[config.mk]
export PLATFORM = sky130hd
export DESIGN_NAME = block_buffer_cache_lru
export DESIGN_NICKNAME = d
export VERILOG_FILES = /design/src/rtl/bbc_pkg.sv /design/src/rtl/block_buffer_cache_lru.sv
export SDC_FILE = /design/constraint.sdc
export NUM_CORES = 2
export LEC_CHECK = 0
export BUFFER_PORTS_ARGS = -buffer_cell sky130_fd_sc_hd__buf_2
export CORE_UTILIZATION = 47
export DETAILED_ROUTE_END_ITERATION = 6
export PLACE_DENSITY_LB_ADDON = 0.15
export SYNTH_ARGS = -nofsm -noshare
export SYNTH_HDL_FRONTEND = slang
export SYNTH_SLANG_ARGS = --single-unit
export TNS_END_PERCENT = 50
[constraint.sdc]
create_clock -name clock -period 17.6 [get_ports clock]
set_input_delay 5.28 -clock clock [delete_from_list [all_inputs] [get_ports clock]]
set_output_delay 5.28 -clock clock [all_outputs]
set_load 0.05 [all_outputs]
[src/rtl/bbc_pkg.sv]
// Package for the block buffer cache: constants, command and result codes, beat types.
package bbc_pkg;

   localparam int NumSlotsDefault   = 32;
   localparam int DeviceBitsDefault = 8;
   localparam int RefBitsDefault    = 8;

   localparam logic [2:0] CmdGet        = 3'd0;
   localparam logic [2:0] CmdRelease    = 3'd1;
   localparam logic [2:0] CmdWriteRel   = 3'd2;
   localparam logic [2:0] CmdMarkDirty  = 3'd3;
   localparam logic [2:0] CmdSync       = 3'd4;

   localparam logic [2:0] KindHit       = 3'd0;
   localparam logic [2:0] KindRead      = 3'd1;
   localparam logic [2:0] KindWriteback = 3'd2;
   localparam logic [2:0] KindNoFree    = 3'd3;
   localparam logic [2:0] KindDone      = 3'd4;
   localparam logic [2:0] KindError     = 3'd5;

   typedef struct packed {
      logic [2:0]  cmd;
      logic [7:0]  device_id;
      logic [31:0] sector_number;
      logic [4:0]  slot_index;
   } req_type;

   typedef struct packed {
      logic [2:0]  kind;
      logic [4:0]  slot_out;
      logic [7:0]  device_out;
      logic [31:0] sector_out;
      logic        last;
   } rsp_type;

   typedef enum logic [3:0] {
      StIdle,
      StScan,
      StDecide,
      StEvictWb,
      StFill,
      StSlot,
      StSyncScan,
      StSyncDone,
      StFront,
      StDone
   } state_type;

endpackage

[src/rtl/block_buffer_cache_lru.sv]
// Top level of the block buffer cache: slot state in registers, one scan sequencer.
// A get scans every slot once; release, write-release and mark dirty act on one slot, and a
// last release also sweeps the ranks; sync checks one rank-slot pair a cycle over every pair.
// Throughput: one command at a time; busy stays high until the last beat is out.
// Reset: synchronous; all slots clear and untagged, slot i holds rank i, no beat pending.
// Results are strobed for one cycle each; the receiver cannot stall them.
module block_buffer_cache_lru #(
   parameter int NUM_SLOTS   = bbc_pkg::NumSlotsDefault,
   parameter int DEVICE_BITS = bbc_pkg::DeviceBitsDefault,
   parameter int REF_BITS    = bbc_pkg::RefBitsDefault
) (
   input  logic             clock,
   input  logic             reset,
   input  logic             start,
   output logic             busy,
   input  bbc_pkg::req_type req_data,
   output logic             rsp_valid,
   output bbc_pkg::rsp_type rsp_data
);

   localparam int IdxBits = $clog2(NUM_SLOTS);
   localparam int CntBits = $clog2(NUM_SLOTS + 1);
   localparam logic [REF_BITS-1:0] RefMax = {REF_BITS{1'b1}};

   logic [DEVICE_BITS-1:0] tag_dev_ff [NUM_SLOTS];
   logic [31:0]            tag_sec_ff [NUM_SLOTS];
   logic [NUM_SLOTS-1:0]   tagged_ff, dirty_ff;
   logic [REF_BITS-1:0]    ref_ff [NUM_SLOTS];
   logic [IdxBits-1:0]     rank_ff [NUM_SLOTS];

   bbc_pkg::state_type state_ff, state_in;
   bbc_pkg::req_type   req_ff;
   logic [CntBits-1:0] idx_ff, idx_in;
   logic [CntBits-1:0] rk_ff, rk_in;
   logic               hit_ff, hit_in, found_ff, found_in;
   logic [IdxBits-1:0] sel_ff, sel_in;
   logic [IdxBits-1:0] best_ff, best_in;
   logic [IdxBits-1:0] front_rank_ff;
   logic               rsp_valid_ff;
   bbc_pkg::rsp_type   rsp_ff, rsp_in;
   logic               emit;

   logic [IdxBits-1:0]     ci;
   logic [IdxBits-1:0]     rs;
   logic [DEVICE_BITS-1:0] req_dev;
   logic [7:0]             dev8_ci, dev8_sel, dev8_rs, dev8_req;

   // Shared compare unit: one slot a cycle under the scan index.
   assign ci      = idx_ff[IdxBits-1:0];
   assign rs      = IdxBits'(req_ff.slot_index);
   assign req_dev = DEVICE_BITS'(req_ff.device_id);
   assign dev8_ci  = 8'(tag_dev_ff[ci]);
   assign dev8_sel = 8'(tag_dev_ff[sel_ff]);
   assign dev8_rs  = 8'(tag_dev_ff[rs]);
   assign dev8_req = 8'(req_dev);

   assign busy      = (state_ff != bbc_pkg::StIdle);
   assign rsp_valid = rsp_valid_ff;
   assign rsp_data  = rsp_ff;

   // State register and request capture.
   always_ff @(posedge clock) begin
      if (reset) begin
         state_ff     <= bbc_pkg::StIdle;
         rsp_valid_ff <= 1'b0;
      end else begin
         state_ff     <= state_in;
         rsp_valid_ff <= emit;
      end
      if (start && !busy) req_ff <= req_data;
      idx_ff   <= idx_in;
      rk_ff    <= rk_in;
      hit_ff   <= hit_in;
      found_ff <= found_in;
      sel_ff   <= sel_in;
      best_ff  <= best_in;
      rsp_ff   <= rsp_in;
   end

   // Sequencer: next state and the beat to present.
   always_comb begin
      state_in = state_ff;
      idx_in   = idx_ff;
      rk_in    = rk_ff;
      hit_in   = hit_ff;
      found_in = found_ff;
      sel_in   = sel_ff;
      best_in  = best_ff;
      rsp_in   = rsp_ff;
      emit     = 1'b0;
      unique case (state_ff)
         bbc_pkg::StIdle: begin
            if (start) begin
               idx_in   = '0;
               rk_in    = '0;
               hit_in   = 1'b0;
               found_in = 1'b0;
               unique case (req_data.cmd)
                  bbc_pkg::CmdGet:  state_in = bbc_pkg::StScan;
                  bbc_pkg::CmdSync: state_in = bbc_pkg::StSyncScan;
                  default:          state_in = bbc_pkg::StSlot;
               endcase
            end
         end
         bbc_pkg::StScan: begin
            if (!hit_ff && tagged_ff[ci] && tag_dev_ff[ci] == req_dev &&
                tag_sec_ff[ci] == req_ff.sector_number) begin
               hit_in = 1'b1;
               sel_in = ci;
            end
            if (ref_ff[ci] == '0 && (!found_ff || rank_ff[ci] > best_ff)) begin
               found_in = 1'b1;
               best_in  = rank_ff[ci];
               if (!hit_ff) sel_in = hit_in ? ci : ci;
            end
            if (hit_in && !hit_ff) sel_in = ci;
            else if (hit_ff) sel_in = sel_ff;
            idx_in = idx_ff + 1'b1;
            if (idx_ff == CntBits'(NUM_SLOTS - 1)) state_in = bbc_pkg::StDecide;
         end
         bbc_pkg::StDecide: begin
            emit   = 1'b1;
            rsp_in = '{bbc_pkg::KindHit, 5'(sel_ff), dev8_req,
                       req_ff.sector_number, 1'b1};
            state_in = bbc_pkg::StDone;
            if (hit_ff) begin
               if (ref_ff[sel_ff] == RefMax) rsp_in.kind = bbc_pkg::KindError;
            end else if (!found_ff) begin
               rsp_in.kind     = bbc_pkg::KindNoFree;
               rsp_in.slot_out = '0;
            end else if (dirty_ff[sel_ff]) begin
               rsp_in   = '{bbc_pkg::KindWriteback, 5'(sel_ff), dev8_sel,
                            tag_sec_ff[sel_ff], 1'b0};
               state_in = bbc_pkg::StFill;
            end else begin
               rsp_in.kind = bbc_pkg::KindRead;
            end
         end
         bbc_pkg::StFill: begin
            emit     = 1'b1;
            rsp_in   = '{bbc_pkg::KindRead, 5'(sel_ff), dev8_req,
                         req_ff.sector_number, 1'b1};
            state_in = bbc_pkg::StDone;
         end
         bbc_pkg::StEvictWb: state_in = bbc_pkg::StDone;
         bbc_pkg::StSlot: begin
            emit     = 1'b1;
            state_in = bbc_pkg::StDone;
            if (req_ff.cmd > bbc_pkg::CmdSync) begin
               rsp_in = '{bbc_pkg::KindError, 5'd0, 8'd0, 32'd0, 1'b1};
            end else if (32'(req_ff.slot_index) >= 32'(NUM_SLOTS)) begin
               rsp_in = '{bbc_pkg::KindError, req_ff.slot_index, 8'd0, 32'd0, 1'b1};
            end else begin
               rsp_in = '{bbc_pkg::KindDone, req_ff.slot_index, dev8_rs,
                          tag_sec_ff[rs], 1'b1};
               if (ref_ff[rs] == '0) begin
                  rsp_in.kind = bbc_pkg::KindError;
               end else if (req_ff.cmd == bbc_pkg::CmdWriteRel) begin
                  rsp_in.kind = bbc_pkg::KindWriteback;
                  rsp_in.last = 1'b0;
                  state_in    = bbc_pkg::StSyncDone;
               end else if (req_ff.cmd != bbc_pkg::CmdMarkDirty &&
                            ref_ff[rs] == REF_BITS'(1)) begin
                  // The release beat follows the rank sweep.
                  emit     = 1'b0;
                  idx_in   = '0;
                  state_in = bbc_pkg::StFront;
               end
            end
         end
         bbc_pkg::StSyncScan: begin
            if (rank_ff[ci] == rk_ff[IdxBits-1:0] && ref_ff[ci] == '0 && dirty_ff[ci]) begin
               emit   = 1'b1;
               rsp_in = '{bbc_pkg::KindWriteback, 5'(ci), dev8_ci, tag_sec_ff[ci], 1'b0};
            end
            idx_in = idx_ff + 1'b1;
            if (idx_ff == CntBits'(NUM_SLOTS - 1)) begin
               idx_in = '0;
               rk_in  = rk_ff + 1'b1;
               if (rk_ff == CntBits'(NUM_SLOTS - 1)) state_in = bbc_pkg::StSyncDone;
            end
         end
         bbc_pkg::StSyncDone: begin
            // Closing beat of sync, or the release beat after a write-release writeback.
            emit     = 1'b1;
            state_in = bbc_pkg::StDone;
            if (req_ff.cmd == bbc_pkg::CmdSync) begin
               rsp_in = '{bbc_pkg::KindDone, 5'd0, 8'd0, 32'd0, 1'b1};
            end else begin
               rsp_in = '{bbc_pkg::KindDone, req_ff.slot_index, dev8_rs,
                          tag_sec_ff[rs], 1'b1};
               if (ref_ff[rs] == REF_BITS'(1)) begin
                  emit     = 1'b0;
                  idx_in   = '0;
                  state_in = bbc_pkg::StFront;
               end
            end
         end
         bbc_pkg::StFront: begin
            // Sweep that moves the released slot to rank zero, one slot a cycle.
            idx_in = idx_ff + 1'b1;
            if (idx_ff == CntBits'(NUM_SLOTS - 1)) begin
               emit     = 1'b1;
               rsp_in   = '{bbc_pkg::KindDone, req_ff.slot_index, dev8_rs,
                            tag_sec_ff[rs], 1'b1};
               state_in = bbc_pkg::StDone;
            end
         end
         bbc_pkg::StDone: state_in = bbc_pkg::StIdle;
         default:         state_in = bbc_pkg::StIdle;
      endcase
   end

   // Slot state updates.
   always_ff @(posedge clock) begin
      if (reset) begin
         tagged_ff <= '0;
         dirty_ff  <= '0;
         for (int i = 0; i < NUM_SLOTS; i++) begin
            ref_ff[i]     <= '0;
            rank_ff[i]    <= IdxBits'(i);
            tag_dev_ff[i] <= '0;
            tag_sec_ff[i] <= '0;
         end
      end else begin
         unique case (state_ff)
            bbc_pkg::StDecide: begin
               if (hit_ff) begin
                  if (ref_ff[sel_ff] != RefMax) ref_ff[sel_ff] <= ref_ff[sel_ff] + 1'b1;
               end else if (found_ff) begin
                  dirty_ff[sel_ff]   <= 1'b0;
                  tagged_ff[sel_ff]  <= 1'b1;
                  tag_dev_ff[sel_ff] <= req_dev;
                  tag_sec_ff[sel_ff] <= req_ff.sector_number;
                  ref_ff[sel_ff]     <= REF_BITS'(1);
               end
            end
            bbc_pkg::StSlot: begin
               if (req_ff.cmd <= bbc_pkg::CmdSync &&
                   32'(req_ff.slot_index) < 32'(NUM_SLOTS) && ref_ff[rs] != '0) begin
                  if (req_ff.cmd == bbc_pkg::CmdMarkDirty) dirty_ff[rs] <= 1'b1;
                  else if (req_ff.cmd == bbc_pkg::CmdWriteRel) dirty_ff[rs] <= 1'b0;
                  else ref_ff[rs] <= ref_ff[rs] - 1'b1;
                  front_rank_ff <= rank_ff[rs];
               end
            end
            bbc_pkg::StSyncDone: begin
               if (req_ff.cmd != bbc_pkg::CmdSync) ref_ff[rs] <= ref_ff[rs] - 1'b1;
            end
            bbc_pkg::StSyncScan: begin
               if (rank_ff[ci] == rk_ff[IdxBits-1:0] && ref_ff[ci] == '0)
                  dirty_ff[ci] <= 1'b0;
            end
            bbc_pkg::StFront: begin
               if (ci == rs) rank_ff[ci] <= '0;
               else if (rank_ff[ci] < front_rank_ff) rank_ff[ci] <= rank_ff[ci] + 1'b1;
            end
            default: ;
         endcase
      end
   end

   // Checks on the sequencer.
   a_no_start_busy: assert property (@(posedge clock) disable iff (reset)
      rsp_valid |-> busy) else $error("beat out while idle");
   a_last_ends: assert property (@(posedge clock) disable iff (reset)
      (rsp_valid && rsp_data.last) |=> !rsp_valid) else $error("beat after last");
   a_idle_quiet: assert property (@(posedge clock) disable iff (reset)
      (state_ff == bbc_pkg::StIdle) |=> !rsp_valid) else $error("beat from idle");

endmodule

=== Word-level counts from Yosys, hierarchy flattened ===
Memories as Yosys holds them, arrays and structs flattened. A register that Yosys moved wholly into a read port is not among the register bits.
Cells that the tools add are included.

* $lt $le $gt $ge: 10
* Multiplexer cells: 139
* Equal/unequal tests: 42
* Bitwise logic cells: 13
* Add/subtract/negate cells: 5
* Reduce and logical (&&, ||, !) cells: 48

{| class="wikitable"
|+ Operators with widths
! operator !! number
|-
| 49-bit one-hot mux with 6 select lines || 1
|-
| 32-bit two-way mux || 7
|-
| 49-bit two-way mux || 3
|-
| 5-bit two-way mux || 21
|-
| 32-bit bitwise AND || 3
|-
| 32-bit inverter || 3
|-
| 32-bit one-hot mux with 3 select lines || 1
|-
| 46-bit two-way mux || 2
|-
| 41-bit two-way mux || 2
|-
| 32-bit OR || 2
|-
| 1-bit two-way mux || 58
|-
| 6-bit two-way mux || 9
|-
| 4-bit two-way mux || 11
|-
| 8-bit two-way mux || 5
|-
| 2-bit != test, second input constant || 17
|-
| 32-bit == test || 1
|-
| 4-bit one-hot mux with 8 select lines || 1
|-
| 32-bit OR reduction || 1
|-
| 6-bit one-hot mux with 5 select lines || 1
|-
| 8-bit OR reduction || 3
|-
| 5-bit by 6-bit less-than comparator with 1-bit output, second input constant || 3
|-
| 3-bit AND reduction || 6
|-
| 4-bit by 3-bit == test with 1-bit output, second input constant || 4
|-
| 8-bit zero test || 2
|-
| other kinds (51) || 90
|}

* Memories kept: 4
* Flip-flop bits (word level): 190
* Logic and storage cells: 280
* Input bits: 51
* Bits in writable memories: 1696

{| class="wikitable"
|+ Memories
! memory !! depth !! bits a word !! read ports !! clocked after Yosys merged registers in !! wr ports !! line !! source
|-
| tag_sec_ff || 32 || 32 || 3 || 3 || 32 || block_buffer_cache_lru.sv:26 || <nowiki>logic [31:0] tag_sec_ff [NUM_SLOTS];</nowiki>
|-
| ref_ff || 32 || 8 || 3 || 3 || 32 || block_buffer_cache_lru.sv:28 || <nowiki>logic [REF_BITS-1:0] ref_ff [NUM_SLOTS];</nowiki>
|-
| tag_dev_ff || 32 || 8 || 3 || 3 || 32 || block_buffer_cache_lru.sv:25 || <nowiki>logic [DEVICE_BITS-1:0] tag_dev_ff [NUM_SLOTS];</nowiki>
|-
| rank_ff || 32 || 5 || 2 || 2 || 32 || block_buffer_cache_lru.sv:29 || <nowiki>logic [IdxBits-1:0] rank_ff [NUM_SLOTS];</nowiki>
|}

=== Depth between registers and ports, before layout ===
* Word-level depth: 11
* Depth in mapped cells: 17
* Gate-level depth less buffers: 14

=== Worst setup path after synthesis ===
No wires, ideal clock.

* Kind: in2reg
* Start: input reset
* End: memory tag_dev_ff[16][0] (netlist name), enable pin
* Cell stages on the path: 7
* Setup time: 0.493 ns
* Buffers on the path: 4
* Data required time: 17.107 ns
* Setup slack: 7.595 ns
* Arrival: 9.512 ns
* Cells stage by stage: clkbuf_1 > nor4_1 > clkbuf_1 > nand2_1 > clkbuf_1 > clkbuf_1 > o21ai_0

{| class="wikitable"
|+ RTL lines
! element !! line !! source
|-
| from (decl) || block_buffer_cache_lru.sv:13 || <nowiki>input logic reset,</nowiki>
|-
| to (decl) || block_buffer_cache_lru.sv:25 ||
|}

==> out/qor.txt <==
Overflow after GRT: 0
M3 GR Usage: 10.8%
# IOs: 102
Busiest grt layer: met2
PortBufs: 101
Mean area per synthesized cell: 14.5 um2
Cts bufs inserted: 212
Dpl hpwl: 268000 um
Placer Congestion: 0.940
Clock Path Buffers: 3
Routed WL: 438000 um
Mapped Nets: 7833
Fmax: 120 MHz
Failing checks: design-rule violations
Reg clk slew, reported paths: 0.06 ns
RSZ-0062 raised after global routing: no
Setup TNS: 0 ns
Final Hold Vio Count: 0
Critical path's largest stage delay: 0.89 ns
Outcome: finished with violations
Worst slew pin tran: 1.30 ns
Seq/Total Area, Yosys: 50.1%
Area grow syn2layout: 9.62%
Postcts setup bufs: 0
Layout cells sized above 1: 28.6%
Num rows: 179
CP startpoint kind: input port
Synth Cell Area: 113000 um2
Final min period: 8.32 ns
Number of global-route vias before repair: 76424
Ranking of synthesized cells by area: edfxtp_1 (49%), mux4_2 (25%), and2_1 (5.9%), mux2i_1 (2.6%), clkbuf_1 (1.7%)
GRT Resource Usage Total: 36.0%
Drt initial violations: 13845
Period utilization: 47.3%
CP Max Fanout: 47
DIE AREA: 241000 um2
Initial antenna violation count: 46
Fin area: 123000 um2
Worst path arrival time: 8.82 ns
Top cells by count, synth: edfxtp_1 (1822), mux4_2 (1265), and2_1 (1064)
Largest net degree at the start of global routing: 138
First-pass GRT wire length: 609000 um
Final ANT Viol Nets: 0
Post-Synth Simple-Gate Area: 11.9%
Mux cell area share after synthesis: 29.1%
Avg WL per Cell: 40.2 um
Filler cells: 19491
Main combinational cell family by area after synthesis: multiplexers
Type of the worst setup path: input port to flop
Slew headroom: 12.5%
Sw Ratio: 40.3%
Die width: 491 um
Initial Utilization: 47.3%
Peak supply drop: 133 uV
Number of synthesis warnings: 0
Worst r2r path cells: 13
Number of distinct library cells after synthesis: 99
Count of pins over their slew limit: 0
Sw power: 7.45 mW
GR Layer Usage met1: 48.5%
Hold buffers post-CTS: 0
Synth area leader: edfxtp_1
Detailed-route via count: 79471
Clk_skew: 0.0606 ns
FFs w/ async S/R, synth: 0%
Post-synthesis adder-cell area fraction: 0.200%
Worst setup EP type: flop
Int Pwr: 11.0 mW
Xor and xnor area share after synthesis: 0.428%
Top-count cell post-synth: edfxtp_1
Crit-path most repeated cell: buf_4
Seq cells post-synth: 1906
CTS tree: built
Crit-path leading delay family: buffers and inverters
Pwr dens: 150 nW/um2
DR DRC count: 15
Resized cells post-CTS: 0
Clock Power Share: 25.1%
First drt pass iteration count: 7
Synth top area share: 48.6%
Hold Path Class: flop to flop
Worst Path Buf+Inv: 5
Worst-Skew Late Latency: 0.91 ns
Static Leak: 41.2 nW
Placed cell area: 116000 um2
Vias per inst: 7.29
Mapped Cells: 7764
Clk sinks: 1906
Most used flip-flop cell after synthesis: edfxtp_1
Met2 usage: 53.4%
Root Buffer: clkbuf_16
EDFF count, synth: 1822
Slowest CP cell: buf_4
Worst EP required: 18.09 ns
Die Y: 491 um
Maxcap violations: 0
H-tree depth: 4
Register share of total power: 31.4%
Combinational power share: 43.5%
Compound-Gate Fraction of Synth Area: 4.83%
Core box area: 238000 um2
# setup viols final: 0
Critical Path Stages: 8
Final layout net count: 7585
Critical-path cell list: buf_2, buf_4, nor4_2, buf_4, nand2_4, buf_4, o21ai_4, buf_4
WHS Path Cells: 1
==> worst reg2reg max path: stages, from the launching register on <==
cell	delay, ns
dfxtp_4	0.83
buf_4	0.84
buf_4	0.79
buf_4	0.81
mux4_2	0.64
a22oi_1	0.24
and3_1	0.36
or3_1	0.27
a2bb2oi_1	0.70
nand4_1	0.20
nor4_2	0.28
nand4_2	0.38
a211oi_4	0.80
mux2_4	0.36
==> cell type report <==
class                   count  area, um2  area share, %
multi-input cells        4999      53100           43.1
diodes                     30       75.1         0.0608
inverters                  44        173          0.140
flip-flops and latches   1906      56500           45.7
clock inverters           143       1550           1.26
clock buffers             254       5570           4.51
well taps                3167       3960           3.21
repair buffers            353       2480           2.01
==> cells in the final DEF, fill, tap and decap left out, drive strengths merged, types with 119 or more instances in the layout <==
cell,count
a21oi,132
a22oi,119
and2,1069
buf,353
clkbuf,254
edfxtp,1822
mux2i,288
mux4,1293
nand2,275
nor2,521
nor3,301
o21ai,175
==> power groups by stage <==
stage | Clock (mW) | Sequential, mW | Combinational (mW)
finish | 4.64 | 5.82 | 8.05
global route | 4.81 | 5.84 | 8.21
CTS | 4.66 | 5.80 | 7.82
detailed placement | 0 | 5.89 | 7.80
global placement | 0 | 5.88 | 7.76
floorplan | 0 | 5.67 | 5.24
==> metrics by stage <==
| step | cells | util, % | hold WS (ns) | setup slack, ns | total power [mW] |
|---|---|---|---|---|---|
| 2_1_floorplan | 7764 | - | 0.421 | 7.60 | 10.9 |
| 3_3_place_gp | 10468 | 48.8 | 0.428 | 8.57 | 13.6 |
| 3_5_place_dp | 10468 | 48.8 | 0.437 | 8.55 | 13.7 |
| 4_1_cts | 10865 | 51.8 | 0.451 | 9.49 | 18.3 |
| 5_1_grt | 10870 | 51.8 | 0.466 | 9.29 | 18.9 |
| 6_report | 10896 | 51.8 | 0.451 | 9.28 | 18.5 |
==> final timing paths <==
path	startpoint	endpoint	slack, ns
worst min register to register	tagged_ff[22]	tagged_ff[22]	0.45
worst max-delay path	reset	tag_sec_ff[2][24]	9.28
worst min-delay path	tagged_ff[22]	tagged_ff[22]	0.45
worst max register to register	flop	flop	10.00
==> registers in the layout (all words and copies together) (netlist names), named ones only <==
name,count
sel_ff,5
hit_ff,1
front_rank_ff,5
idx_ff,6
rs,5
ref_ff,256
tag_dev_ff,256
rsp_valid,1
req_ff,35
dev8_req,8
rsp_data,49
state_ff,4
found_ff,1
tag_sec_ff,1024
best_ff,5
tagged_ff,32
rank_ff,160
rk_ff,6
==> kinds of logic (layout without fill, tap and decap cells) <==
logic type,after synthesis,in the layout
flops,1906,1906
buf+inv,859,794
compound gates,790,790
mux,1640,1640
other cells,0,30
xor+xnor,55,55
fa+ha+maj,18,18
simple gates,2496,2496
==> layer usage <==
layer,vias to the layer above,share of wire (%)
met2,6598,44
met3,1207,14
met5,-,0.033
li1,30519,-
met1,41123,36
met4,24,5.5
(Power assumes the default switching activity.)
